<file path="src/rtl/coh_pkg.sv">
`default_nettype none
// ----------------------------------------------------------------------------
// coh_pkg
// Shared types, widths and helpers of the cell orientation histogram.
// ----------------------------------------------------------------------------
package coh_pkg;

    localparam int MAG_W    = 16;  // gradient magnitude, 4 fractional bits
    localparam int CODE_W   = 13;  // orientation code
    localparam int FRAC_W   = 8;   // fraction inside one bin
    localparam int COARSE_W = CODE_W - FRAC_W;
    localparam int WGT_W    = FRAC_W + 1;      // weight 0..256
    localparam int PROD_W   = MAG_W + WGT_W;   // weighted magnitude
    localparam int ACC_W    = 30;  // accumulator, 12 fractional bits
    localparam int IDX_W    = 5;   // bin number on the result stream
    localparam int TDATA_W  = 32;

    typedef enum logic [1:0] {
        SEQ_IDLE,   // waiting for a pixel
        SEQ_WLO,    // lower bin write-back
        SEQ_WHI,    // upper bin write-back, next pixel may enter
        SEQ_DUMP    // streaming bins out and clearing them
    } seq_state_t;

    // dump read issued toward the output stage
    typedef struct packed {
        logic issue;
        logic last;
    } dump_req_t;

    // accumulator add, saturating at all ones
    function automatic logic [ACC_W-1:0] sat_add(
        input logic [ACC_W-1:0]  acc,
        input logic [PROD_W-1:0] amount
    );
        logic [ACC_W:0] sum;
        sum = {1'b0, acc} + (ACC_W+1)'(amount);
        return sum[ACC_W] ? {ACC_W{1'b1}} : sum[ACC_W-1:0];
    endfunction

endpackage
`default_nettype wire

</file>
<file path="src/rtl/coh_bank.sv">
`default_nettype none
// ----------------------------------------------------------------------------
// coh_bank
// Bin accumulator memory: one write port, two registered read ports.
// Read-first; per-entry valid bits make the bank read zero after reset.
// ----------------------------------------------------------------------------
module coh_bank #(
    parameter int NUM_BINS = 18
) (
    input  wire logic                        aclk,
    input  wire logic                        aresetn,
    input  wire logic                        wr_en,
    input  wire logic [$clog2(NUM_BINS)-1:0] wr_addr,
    input  wire logic [coh_pkg::ACC_W-1:0]   wr_data,
    input  wire logic                        rd_a_en,
    input  wire logic [$clog2(NUM_BINS)-1:0] rd_a_addr,
    output logic      [coh_pkg::ACC_W-1:0]   rd_a_data,
    input  wire logic                        rd_b_en,
    input  wire logic [$clog2(NUM_BINS)-1:0] rd_b_addr,
    output logic      [coh_pkg::ACC_W-1:0]   rd_b_data
);

    logic [coh_pkg::ACC_W-1:0] mem [NUM_BINS];
    logic [NUM_BINS-1:0]       valid_reg;
    logic [coh_pkg::ACC_W-1:0] rd_a_reg;
    logic [coh_pkg::ACC_W-1:0] rd_b_reg;

    always_ff @(posedge aclk) begin
        if (wr_en) begin
            mem[wr_addr] <= wr_data;
        end
        if (rd_a_en) begin
            rd_a_reg <= valid_reg[rd_a_addr] ? mem[rd_a_addr] : '0;
        end
        if (rd_b_en) begin
            rd_b_reg <= valid_reg[rd_b_addr] ? mem[rd_b_addr] : '0;
        end
    end

    always_ff @(posedge aclk) begin
        if (!aresetn) begin
            valid_reg <= '0;
        end else if (wr_en) begin
            valid_reg[wr_addr] <= 1'b1;
        end
    end

    assign rd_a_data = rd_a_reg;
    assign rd_b_data = rd_b_reg;

endmodule
`default_nettype wire

</file>
<file path="src/rtl/coh_seq.sv">
`default_nettype none
// ----------------------------------------------------------------------------
// coh_seq
// Read-modify-write sequencer: splits each pixel over two bins, updates the
// bank with forwarding, then sweeps the bank out and clears it on last pixel.
// ----------------------------------------------------------------------------
module coh_seq #(
    parameter int NUM_BINS = 18
) (
    input  wire logic                         aclk,
    input  wire logic                         aresetn,
    // pixel intake
    input  wire logic                         pix_valid,
    output logic                              pix_ready,
    input  wire logic [coh_pkg::MAG_W-1:0]    pix_magnitude,
    input  wire logic [coh_pkg::CODE_W-1:0]   pix_angle_code,
    input  wire logic                         pix_last,
    // output stage status
    input  wire logic                         out_hold,   // dump word still waiting
    input  wire logic                         dump_free,  // data register free next edge
    output coh_pkg::dump_req_t                dump,
    output logic      [$clog2(NUM_BINS)-1:0]  dump_idx,
    // bank
    output logic                              wr_en,
    output logic      [$clog2(NUM_BINS)-1:0]  wr_addr,
    output logic      [coh_pkg::ACC_W-1:0]    wr_data,
    output logic                              rd_a_en,
    output logic      [$clog2(NUM_BINS)-1:0]  rd_a_addr,
    input  wire logic [coh_pkg::ACC_W-1:0]    rd_a_data,
    output logic                              rd_b_en,
    output logic      [$clog2(NUM_BINS)-1:0]  rd_b_addr,
    input  wire logic [coh_pkg::ACC_W-1:0]    rd_b_data
);

    localparam int AW = $clog2(NUM_BINS);
    localparam logic [AW-1:0] LAST_BIN = AW'(NUM_BINS - 1);

    // coarse code to bin, reduced modulo NUM_BINS (constant mux)
    function automatic logic [AW-1:0] bin_wrap(input logic [coh_pkg::COARSE_W-1:0] c);
        logic [AW-1:0] r;
        logic [AW-1:0] res;
        r   = '0;
        res = '0;
        for (int i = 0; i < (1 << coh_pkg::COARSE_W); i++) begin
            if (c == coh_pkg::COARSE_W'(i)) begin
                res = r;
            end
            r = (r == LAST_BIN) ? '0 : r + AW'(1);
        end
        return res;
    endfunction

    coh_pkg::seq_state_t state_reg, state_next;

    logic [AW-1:0]                lo_reg, hi_reg;
    logic [coh_pkg::PROD_W-1:0]   wlo_reg, whi_reg;
    logic                         last_reg;
    logic                         fwd_lo_reg, fwd_hi_reg;
    logic [coh_pkg::ACC_W-1:0]    fwd_data_reg;
    logic [AW-1:0]                cnt_reg, cnt_next;

    logic                         accept;
    logic [AW-1:0]                lo_in, hi_in;
    logic [coh_pkg::FRAC_W-1:0]   frac_in;
    logic [coh_pkg::WGT_W-1:0]    wgt_lo_in;
    logic [coh_pkg::PROD_W-1:0]   wlo_in, whi_in;
    logic [coh_pkg::ACC_W-1:0]    base_lo, base_hi;
    logic                         issue;

    assign frac_in   = pix_angle_code[coh_pkg::FRAC_W-1:0];
    assign lo_in     = bin_wrap(pix_angle_code[coh_pkg::CODE_W-1:coh_pkg::FRAC_W]);
    assign hi_in     = (lo_in == LAST_BIN) ? '0 : lo_in + AW'(1);
    assign wgt_lo_in = coh_pkg::WGT_W'(1 << coh_pkg::FRAC_W) - coh_pkg::WGT_W'(frac_in);
    assign wlo_in    = pix_magnitude * wgt_lo_in;
    assign whi_in    = coh_pkg::PROD_W'(pix_magnitude) * coh_pkg::PROD_W'(frac_in);

    assign pix_ready = !out_hold &&
                       ((state_reg == coh_pkg::SEQ_IDLE) ||
                        (state_reg == coh_pkg::SEQ_WHI && !last_reg));
    assign accept    = pix_valid && pix_ready;

    // bin being written back in WHI may be read by the entering pixel
    assign base_lo = fwd_lo_reg ? fwd_data_reg : rd_a_data;
    assign base_hi = fwd_hi_reg ? fwd_data_reg : rd_b_data;

    assign issue      = (state_reg == coh_pkg::SEQ_DUMP) && dump_free;
    assign dump.issue = issue;
    assign dump.last  = (cnt_reg == LAST_BIN);
    assign dump_idx   = cnt_reg;

    assign rd_a_en   = accept || issue;
    assign rd_a_addr = (state_reg == coh_pkg::SEQ_DUMP) ? cnt_reg : lo_in;
    assign rd_b_en   = accept;
    assign rd_b_addr = hi_in;

    always_comb begin
        state_next = state_reg;
        cnt_next   = cnt_reg;
        wr_en      = 1'b0;
        wr_addr    = lo_reg;
        wr_data    = '0;
        unique case (state_reg)
            coh_pkg::SEQ_IDLE: begin
                if (accept) begin
                    state_next = coh_pkg::SEQ_WLO;
                end
            end
            coh_pkg::SEQ_WLO: begin
                wr_en      = 1'b1;
                wr_addr    = lo_reg;
                wr_data    = coh_pkg::sat_add(base_lo, wlo_reg);
                state_next = coh_pkg::SEQ_WHI;
            end
            coh_pkg::SEQ_WHI: begin
                wr_en   = 1'b1;
                wr_addr = hi_reg;
                wr_data = coh_pkg::sat_add(base_hi, whi_reg);
                if (last_reg) begin
                    state_next = coh_pkg::SEQ_DUMP;
                    cnt_next   = '0;
                end else if (accept) begin
                    state_next = coh_pkg::SEQ_WLO;
                end else begin
                    state_next = coh_pkg::SEQ_IDLE;
                end
            end
            coh_pkg::SEQ_DUMP: begin
                if (issue) begin
                    // read-first bank: old value comes out, zero goes in
                    wr_en   = 1'b1;
                    wr_addr = cnt_reg;
                    wr_data = '0;
                    if (cnt_reg == LAST_BIN) begin
                        state_next = coh_pkg::SEQ_IDLE;
                    end else begin
                        cnt_next = cnt_reg + AW'(1);
                    end
                end
            end
            default: begin
                state_next = coh_pkg::SEQ_IDLE;
            end
        endcase
    end

    always_ff @(posedge aclk) begin
        if (!aresetn) begin
            state_reg <= coh_pkg::SEQ_IDLE;
            cnt_reg   <= '0;
        end else begin
            state_reg <= state_next;
            cnt_reg   <= cnt_next;
        end
    end

    always_ff @(posedge aclk) begin
        if (accept) begin
            lo_reg       <= lo_in;
            hi_reg       <= hi_in;
            wlo_reg      <= wlo_in;
            whi_reg      <= whi_in;
            last_reg     <= pix_last;
            fwd_lo_reg   <= (state_reg == coh_pkg::SEQ_WHI) && (lo_in == hi_reg);
            fwd_hi_reg   <= (state_reg == coh_pkg::SEQ_WHI) && (hi_in == hi_reg);
            fwd_data_reg <= wr_data;
        end
    end

endmodule
`default_nettype wire

</file>
<file path="src/rtl/cell_orientation_histogram.sv">
`default_nettype none
// ----------------------------------------------------------------------------
// cell_orientation_histogram
// Orientation histogram of one gradient cell with linear bin interpolation.
// ----------------------------------------------------------------------------
// Usage:
//   s_ side: one gradient pixel per word (magnitude, angle code), s_tlast on
//   the final pixel of a cell. The pixel weight is split between its lower
//   bin and the next bin (wrapping), with saturating accumulation.
//   m_ side: after the last pixel, NUM_BINS words in bin order, bin value in
//   m_tdata, bin number in m_tuser, m_tlast on the final bin.
// Timing:
//   A pixel takes the bank read of both bins, then the lower and upper
//   write-back, one per cycle on the single write port; the next pixel
//   enters during the upper write-back, with forwarding on a shared bin.
//   After a last pixel the bank is swept one bin per cycle unless the m_ side
//   stalls; each bin word goes from the bank read register to the output
//   register, and no pixel is taken until the sweep is done and the last word has left the read register.
// Reset clears control and the bank valid bits, so all bins read zero.
// A stalled m_ side holds the output word and one word in the bank read
// register; the sweep waits and no pixel is taken until it drains.
// ----------------------------------------------------------------------------
module cell_orientation_histogram #(
    parameter int NUM_BINS = 18
) (
    input  wire logic                           aclk,
    input  wire logic                           aresetn,
    // pixel stream
    input  wire logic                           s_tvalid,
    output logic                                s_tready,
    input  wire logic [coh_pkg::TDATA_W-1:0]    s_tdata,   // [15:0] magnitude, [28:16] angle_code
    input  wire logic                           s_tlast,   // last_pixel
    // histogram stream
    output logic                                m_tvalid,
    input  wire logic                           m_tready,
    output logic      [coh_pkg::TDATA_W-1:0]    m_tdata,   // [29:0] bin_value
    output logic      [coh_pkg::IDX_W-1:0]      m_tuser,   // [4:0] bin_index
    output logic                                m_tlast    // last_bin
);

    localparam int AW = $clog2(NUM_BINS);

    // bank wiring
    logic                       wr_en;
    logic [AW-1:0]              wr_addr;
    logic [coh_pkg::ACC_W-1:0]  wr_data;
    logic                       rd_a_en, rd_b_en;
    logic [AW-1:0]              rd_a_addr, rd_b_addr;
    logic [coh_pkg::ACC_W-1:0]  rd_a_data, rd_b_data;

    coh_pkg::dump_req_t         dreq;
    logic [AW-1:0]              dump_idx;

    // word sitting in the bank read register, waiting for the output register
    logic                       pend_reg;
    logic [AW-1:0]              pend_idx_reg;
    logic                       pend_last_reg;
    logic                       move;
    logic                       dump_free;

    // output register
    logic                       out_valid_reg;
    logic [coh_pkg::ACC_W-1:0]  out_value_reg;
    logic [coh_pkg::IDX_W-1:0]  out_index_reg;
    logic                       out_last_reg;

    coh_bank #(
        .NUM_BINS (NUM_BINS)
    ) u_bank (
        .aclk      (aclk),
        .aresetn   (aresetn),
        .wr_en     (wr_en),
        .wr_addr   (wr_addr),
        .wr_data   (wr_data),
        .rd_a_en   (rd_a_en),
        .rd_a_addr (rd_a_addr),
        .rd_a_data (rd_a_data),
        .rd_b_en   (rd_b_en),
        .rd_b_addr (rd_b_addr),
        .rd_b_data (rd_b_data)
    );

    coh_seq #(
        .NUM_BINS (NUM_BINS)
    ) u_seq (
        .aclk           (aclk),
        .aresetn        (aresetn),
        .pix_valid      (s_tvalid),
        .pix_ready      (s_tready),
        .pix_magnitude  (s_tdata[coh_pkg::MAG_W-1:0]),
        .pix_angle_code (s_tdata[coh_pkg::MAG_W +: coh_pkg::CODE_W]),
        .pix_last       (s_tlast),
        .out_hold       (pend_reg),
        .dump_free      (dump_free),
        .dump           (dreq),
        .dump_idx       (dump_idx),
        .wr_en          (wr_en),
        .wr_addr        (wr_addr),
        .wr_data        (wr_data),
        .rd_a_en        (rd_a_en),
        .rd_a_addr      (rd_a_addr),
        .rd_a_data      (rd_a_data),
        .rd_b_en        (rd_b_en),
        .rd_b_addr      (rd_b_addr),
        .rd_b_data      (rd_b_data)
    );

    // pending word moves on when the output register is empty or draining;
    // a new sweep read may land in the same edge the old word leaves
    assign move      = pend_reg && (!out_valid_reg || m_tready);
    assign dump_free = !pend_reg || move;

    always_ff @(posedge aclk) begin
        if (!aresetn) begin
            pend_reg <= 1'b0;
        end else if (dreq.issue) begin
            pend_reg <= 1'b1;
        end else if (move) begin
            pend_reg <= 1'b0;
        end
    end

    always_ff @(posedge aclk) begin
        if (dreq.issue) begin
            pend_idx_reg  <= dump_idx;
            pend_last_reg <= dreq.last;
        end
    end

    always_ff @(posedge aclk) begin
        if (!aresetn) begin
            out_valid_reg <= 1'b0;
        end else if (move) begin
            out_valid_reg <= 1'b1;
        end else if (m_tready) begin
            out_valid_reg <= 1'b0;
        end
    end

    always_ff @(posedge aclk) begin
        if (move) begin
            out_value_reg <= rd_a_data;
            out_index_reg <= coh_pkg::IDX_W'(pend_idx_reg);
            out_last_reg  <= pend_last_reg;
        end
    end

    assign m_tvalid = out_valid_reg;
    assign m_tdata  = coh_pkg::TDATA_W'(out_value_reg);
    assign m_tuser  = out_index_reg;
    assign m_tlast  = out_last_reg;

`ifndef ASSERT_OFF
    // the final word of a histogram carries the top bin number
    a_last_index : assert property (@(posedge aclk) disable iff (!aresetn)
        (m_tvalid && m_tlast) |-> (m_tuser == coh_pkg::IDX_W'(NUM_BINS - 1)))
        else $error("last bin word carries wrong bin number");

    // the sweep and pixel intake share bank port A
    a_no_pixel_in_sweep : assert property (@(posedge aclk) disable iff (!aresetn)
        dreq.issue |-> !(s_tvalid && s_tready))
        else $error("pixel accepted during bank sweep");

    // a sweep read never overwrites a word still waiting in the read register
    a_sweep_room : assert property (@(posedge aclk) disable iff (!aresetn)
        (dreq.issue && pend_reg) |-> (!out_valid_reg || m_tready))
        else $error("sweep read issued over a pending word");

    // a moved word shows up on the output next cycle
    a_move_shows : assert property (@(posedge aclk) disable iff (!aresetn)
        move |=> m_tvalid)
        else $error("moved word not presented");
`endif

endmodule
`default_nettype wire
</file>
<file path="config.mk">
export PLATFORM = sky130hd
export DESIGN_NAME = cell_orientation_histogram
export DESIGN_NICKNAME = d
export VERILOG_FILES = /design/src/rtl/coh_pkg.sv /design/src/rtl/coh_bank.sv /design/src/rtl/coh_seq.sv /design/src/rtl/cell_orientation_histogram.sv
export SDC_FILE = /design/constraint.sdc
export NUM_CORES = 2
export LEC_CHECK = 0
export ABC_AREA = 1
export BUFFER_PORTS_ARGS = -buffer_cell sky130_fd_sc_hd__buf_2
export CORE_UTILIZATION = 58
export DETAILED_ROUTE_END_ITERATION = 16
export HOLD_SLACK_MARGIN = 0.1
export PLACE_DENSITY = 0.85
export SLEW_MARGIN = 0
export SYNTH_ARGS = -nofsm -noshare
export SYNTH_HDL_FRONTEND = slang
export SYNTH_HIERARCHICAL = 1
export SYNTH_SLANG_ARGS = --single-unit
</file>
<file path="constraint.sdc">
create_clock -name aclk -period 12.4 [get_ports aclk]
set_input_delay 1.86 -clock aclk [delete_from_list [all_inputs] [get_ports aclk]]
set_output_delay 1.86 -clock aclk [all_outputs]
set_load 0.02 [all_outputs]
</file>
==> impl_metrics.ini <==
[status]
status = finished, final reports clean

[pwr]
peakVddDrop_mv = 0.328
p_leak_nw = 25.5
p_sw_mw = 4.76
p_sw_frac = 0.433
pwr-share-comb = 0.465
seq_power_share = 0.329
power_mw = 11.0
clkPwrFrac = 0.207
power_density_nw_per_um2 = 203
p_int_mw = 6.24

[die]
die_area_um2 = 88700
initial_core_util = 0.585
core-area_um2 = 86800
dieHeight_um = 298
die_w_um = 298
ioPinCount = 77
rows = 108

[placed_design]
dp_hpwl_um = 96400
dp_cells = 7280
dpl-instance-area_um2 = 51700
post-place-ws_ns = 4.88
port_buffers = 71
gp_congestion = 0.988

[sta]
worstMarginPinSlew_ns = 1.18
fin_worst_skew_ns = 0.0387
final-hold-violation-count = 0
period_minus_slack_ns = 6.93
finalCritPeriodShare = 0.559
finalSetupViolations = 0
hold_slack_ns = 0.419
max_freq_mhz = 144
maxSlewViolCount = 0
setup_ws_ns = 5.47
finalSetupTns_ns = 0
max-slew-margin-rel = 0.211
rsz0062_at_grt = false

[final_layout]
final_common_cell = nand2_1
fin_cells = 7420
postLayoutCellArea_um2 = 54100
area_delta_synth_final_pct = 6.60
drive_above_1_share = 0.0537
fillers = 6899
fin_util = 0.624
register_area_um2 = 22600
largest_register_ff_count = 540
largest_register = u_bank/mem
nNetsFinal = 6572
multi_input_area_um2 = 22500
layout_common_cells = 2,036 x nand2_1, 1,093 x inv_1, 813 x nand3_1

[global_routing]
gr-total-overflow = 0
grt_pass1_vias = 42521
antenna_found_initial = 4
grtUsageTotal = 0.347
grt_max_degree = 209
grt_pass1_wl_um = 236000

[drt]
drtAntennaViolNets = 0
drc_errors = 0
drtIter0Drc = 6511
first_pass_iters = 9
vias_per_cell = 5.93
wl_per_cell_um = 20.9
wirelength_um = 155000
vias = 43984

[clocking]
ctsHoldBuffers = 0
cts_resized = 0
cts_root_buf = clkbuf_16
clock_path_buffers = 3
cts_buffers = 76
cts_setup_buffers = 0
htreeDepth = 3
clk_pin_slew_worst_paths_ns = 0.06
cts_sinks = 760
cts_tree = yes
clk_latency_ns = 0.66

[critical_path]
critPathRequiredTime_ns = 12.87
critPathLaunchType = primary input
arrival_ns = 7.40
critPathKind = in -> reg
end_kind = flop
cp_max_fo = 18

[synth]
synth-seq-cells = 760
ys_seq_area_frac = 0.444
synthArstFlopShare = 0
syn-instance-count = 6282
synth.distinct_cells = 57
synth-edff-count = 733
synth_area_um2 = 50800
synth_warnings = 6
syn_avg_cell_area_um2 = 8.08
synth_flop_cell = edfxtp_1

[min_path]
min_path_type = reg -> reg

[flow_run]
maxCapViolations = 0
[cell usage after synthesis (5+ instances only)]
library cell,number,area share
buf_4,36,0.0053
o211ai_1,98,0.014
inv_2,9,0.00067
dfxtp_1,27,0.011
fa_1,185,0.073
inv_1,1096,0.081
a21o_1,5,0.00074
o21bai_1,5,0.00074
nand2_2,13,0.0016
a21oi_1,197,0.019
nand2_1,2037,0.15
xor2_1,38,0.0066
o21ai_0,137,0.014
nor3_1,23,0.0023
nor4_1,5,0.00062
xnor2_1,33,0.0057
clkbuf_1,88,0.0065
buf_2,116,0.011
buf_6,39,0.0087
ha_1,147,0.036
buf_1,28,0.0021
nand4_1,30,0.0037
nand3_1,813,0.080
nor2_1,282,0.021
edfxtp_1,733,0.43
o21ai_1,7,0.00069
[cell families (layout without fill, tap and decap cells)]
kind of cell	count (synthesis)	in the layout	share of synthesized area
compound gates	470	470	0.0531
fa+ha+maj	332	332	0.109
other cells	1	6	0.0000739
flops	760	760	0.444
buf+inv	1419	1397	0.117
xor+xnor	71	71	0.0123
simple gates	3229	3229	0.264
[metal layers]
| layer | wire [µm] | global-route usage |
|---|---|---|
| met3 | 20900 | 0.0697 |
| met2 | 68200 | 0.537 |
| met5 | 54 | 0.00433 |
| met1 | 55100 | 0.446 |
| met4 | 10900 | 0.223 |
[power by group through the flow]
stage	Combinational (mW)	Sequential [mW]	Clock, mW
2_1_floorplan	3.44	3.59	0
3_3_place_gp	4.77	3.65	0
3_5_place_dp	4.89	3.66	0
4_1_cts	4.93	3.61	2.28
5_1_grt	5.56	3.63	2.38
6_report	5.11	3.62	2.27
[worst max-delay path: stages]
cell and delay [ns]:
buf_2 0.24, inv_1 0.10, ha_1 0.14, inv_1 0.04
or2_1 0.22, or3_1 0.35, nor2_1 0.11, nand2_1 0.09
nor2_2 0.54, nand2_1 0.15, fa_1 0.48, fa_1 0.49
inv_1 0.05, fa_1 0.48, inv_1 0.05, fa_1 0.49
inv_1 0.07, ha_1 0.35, nand2_1 0.13, nor4_1 0.38
o21ai_0 0.15, nand3_1 0.15, nand2_1 0.06, nand2_1 0.07
xor2_1 0.16
[layout make-up]
class,instances,area share
flip-flops and latches,760,0.417
multi-input cells,4104,0.416
inverters,1111,0.0776
clock buffers,96,0.0377
well taps,1155,0.0267
repair buffers,150,0.0178
clock inverters,40,0.00694
diodes,4,0.000185
[path summary, 6_finish.rpt]
check / slack [ns] / depth (start not counted) / from / end
worst min register to register: 0.42 / 0 / pend_idx_reg[4]$_DFFE_PP_ / m_tuser[4]$_DFFE_PP_
worst min-delay path: 0.42 / 0 / pend_idx_reg[4]$_DFFE_PP_ / m_tuser[4]$_DFFE_PP_
worst max register to register: 6.80 / 13 / u_seq/state_reg[1]$_SDFFE_PN0P_ / u_bank/rd_a_data[18]$_SDFFCE_PN0P_
worst max-delay path: 5.47 / 25 / s_tdata[17] / u_seq/wlo_reg[23]$_DFFE_PP_
Power figures use the tool's default switching activity.
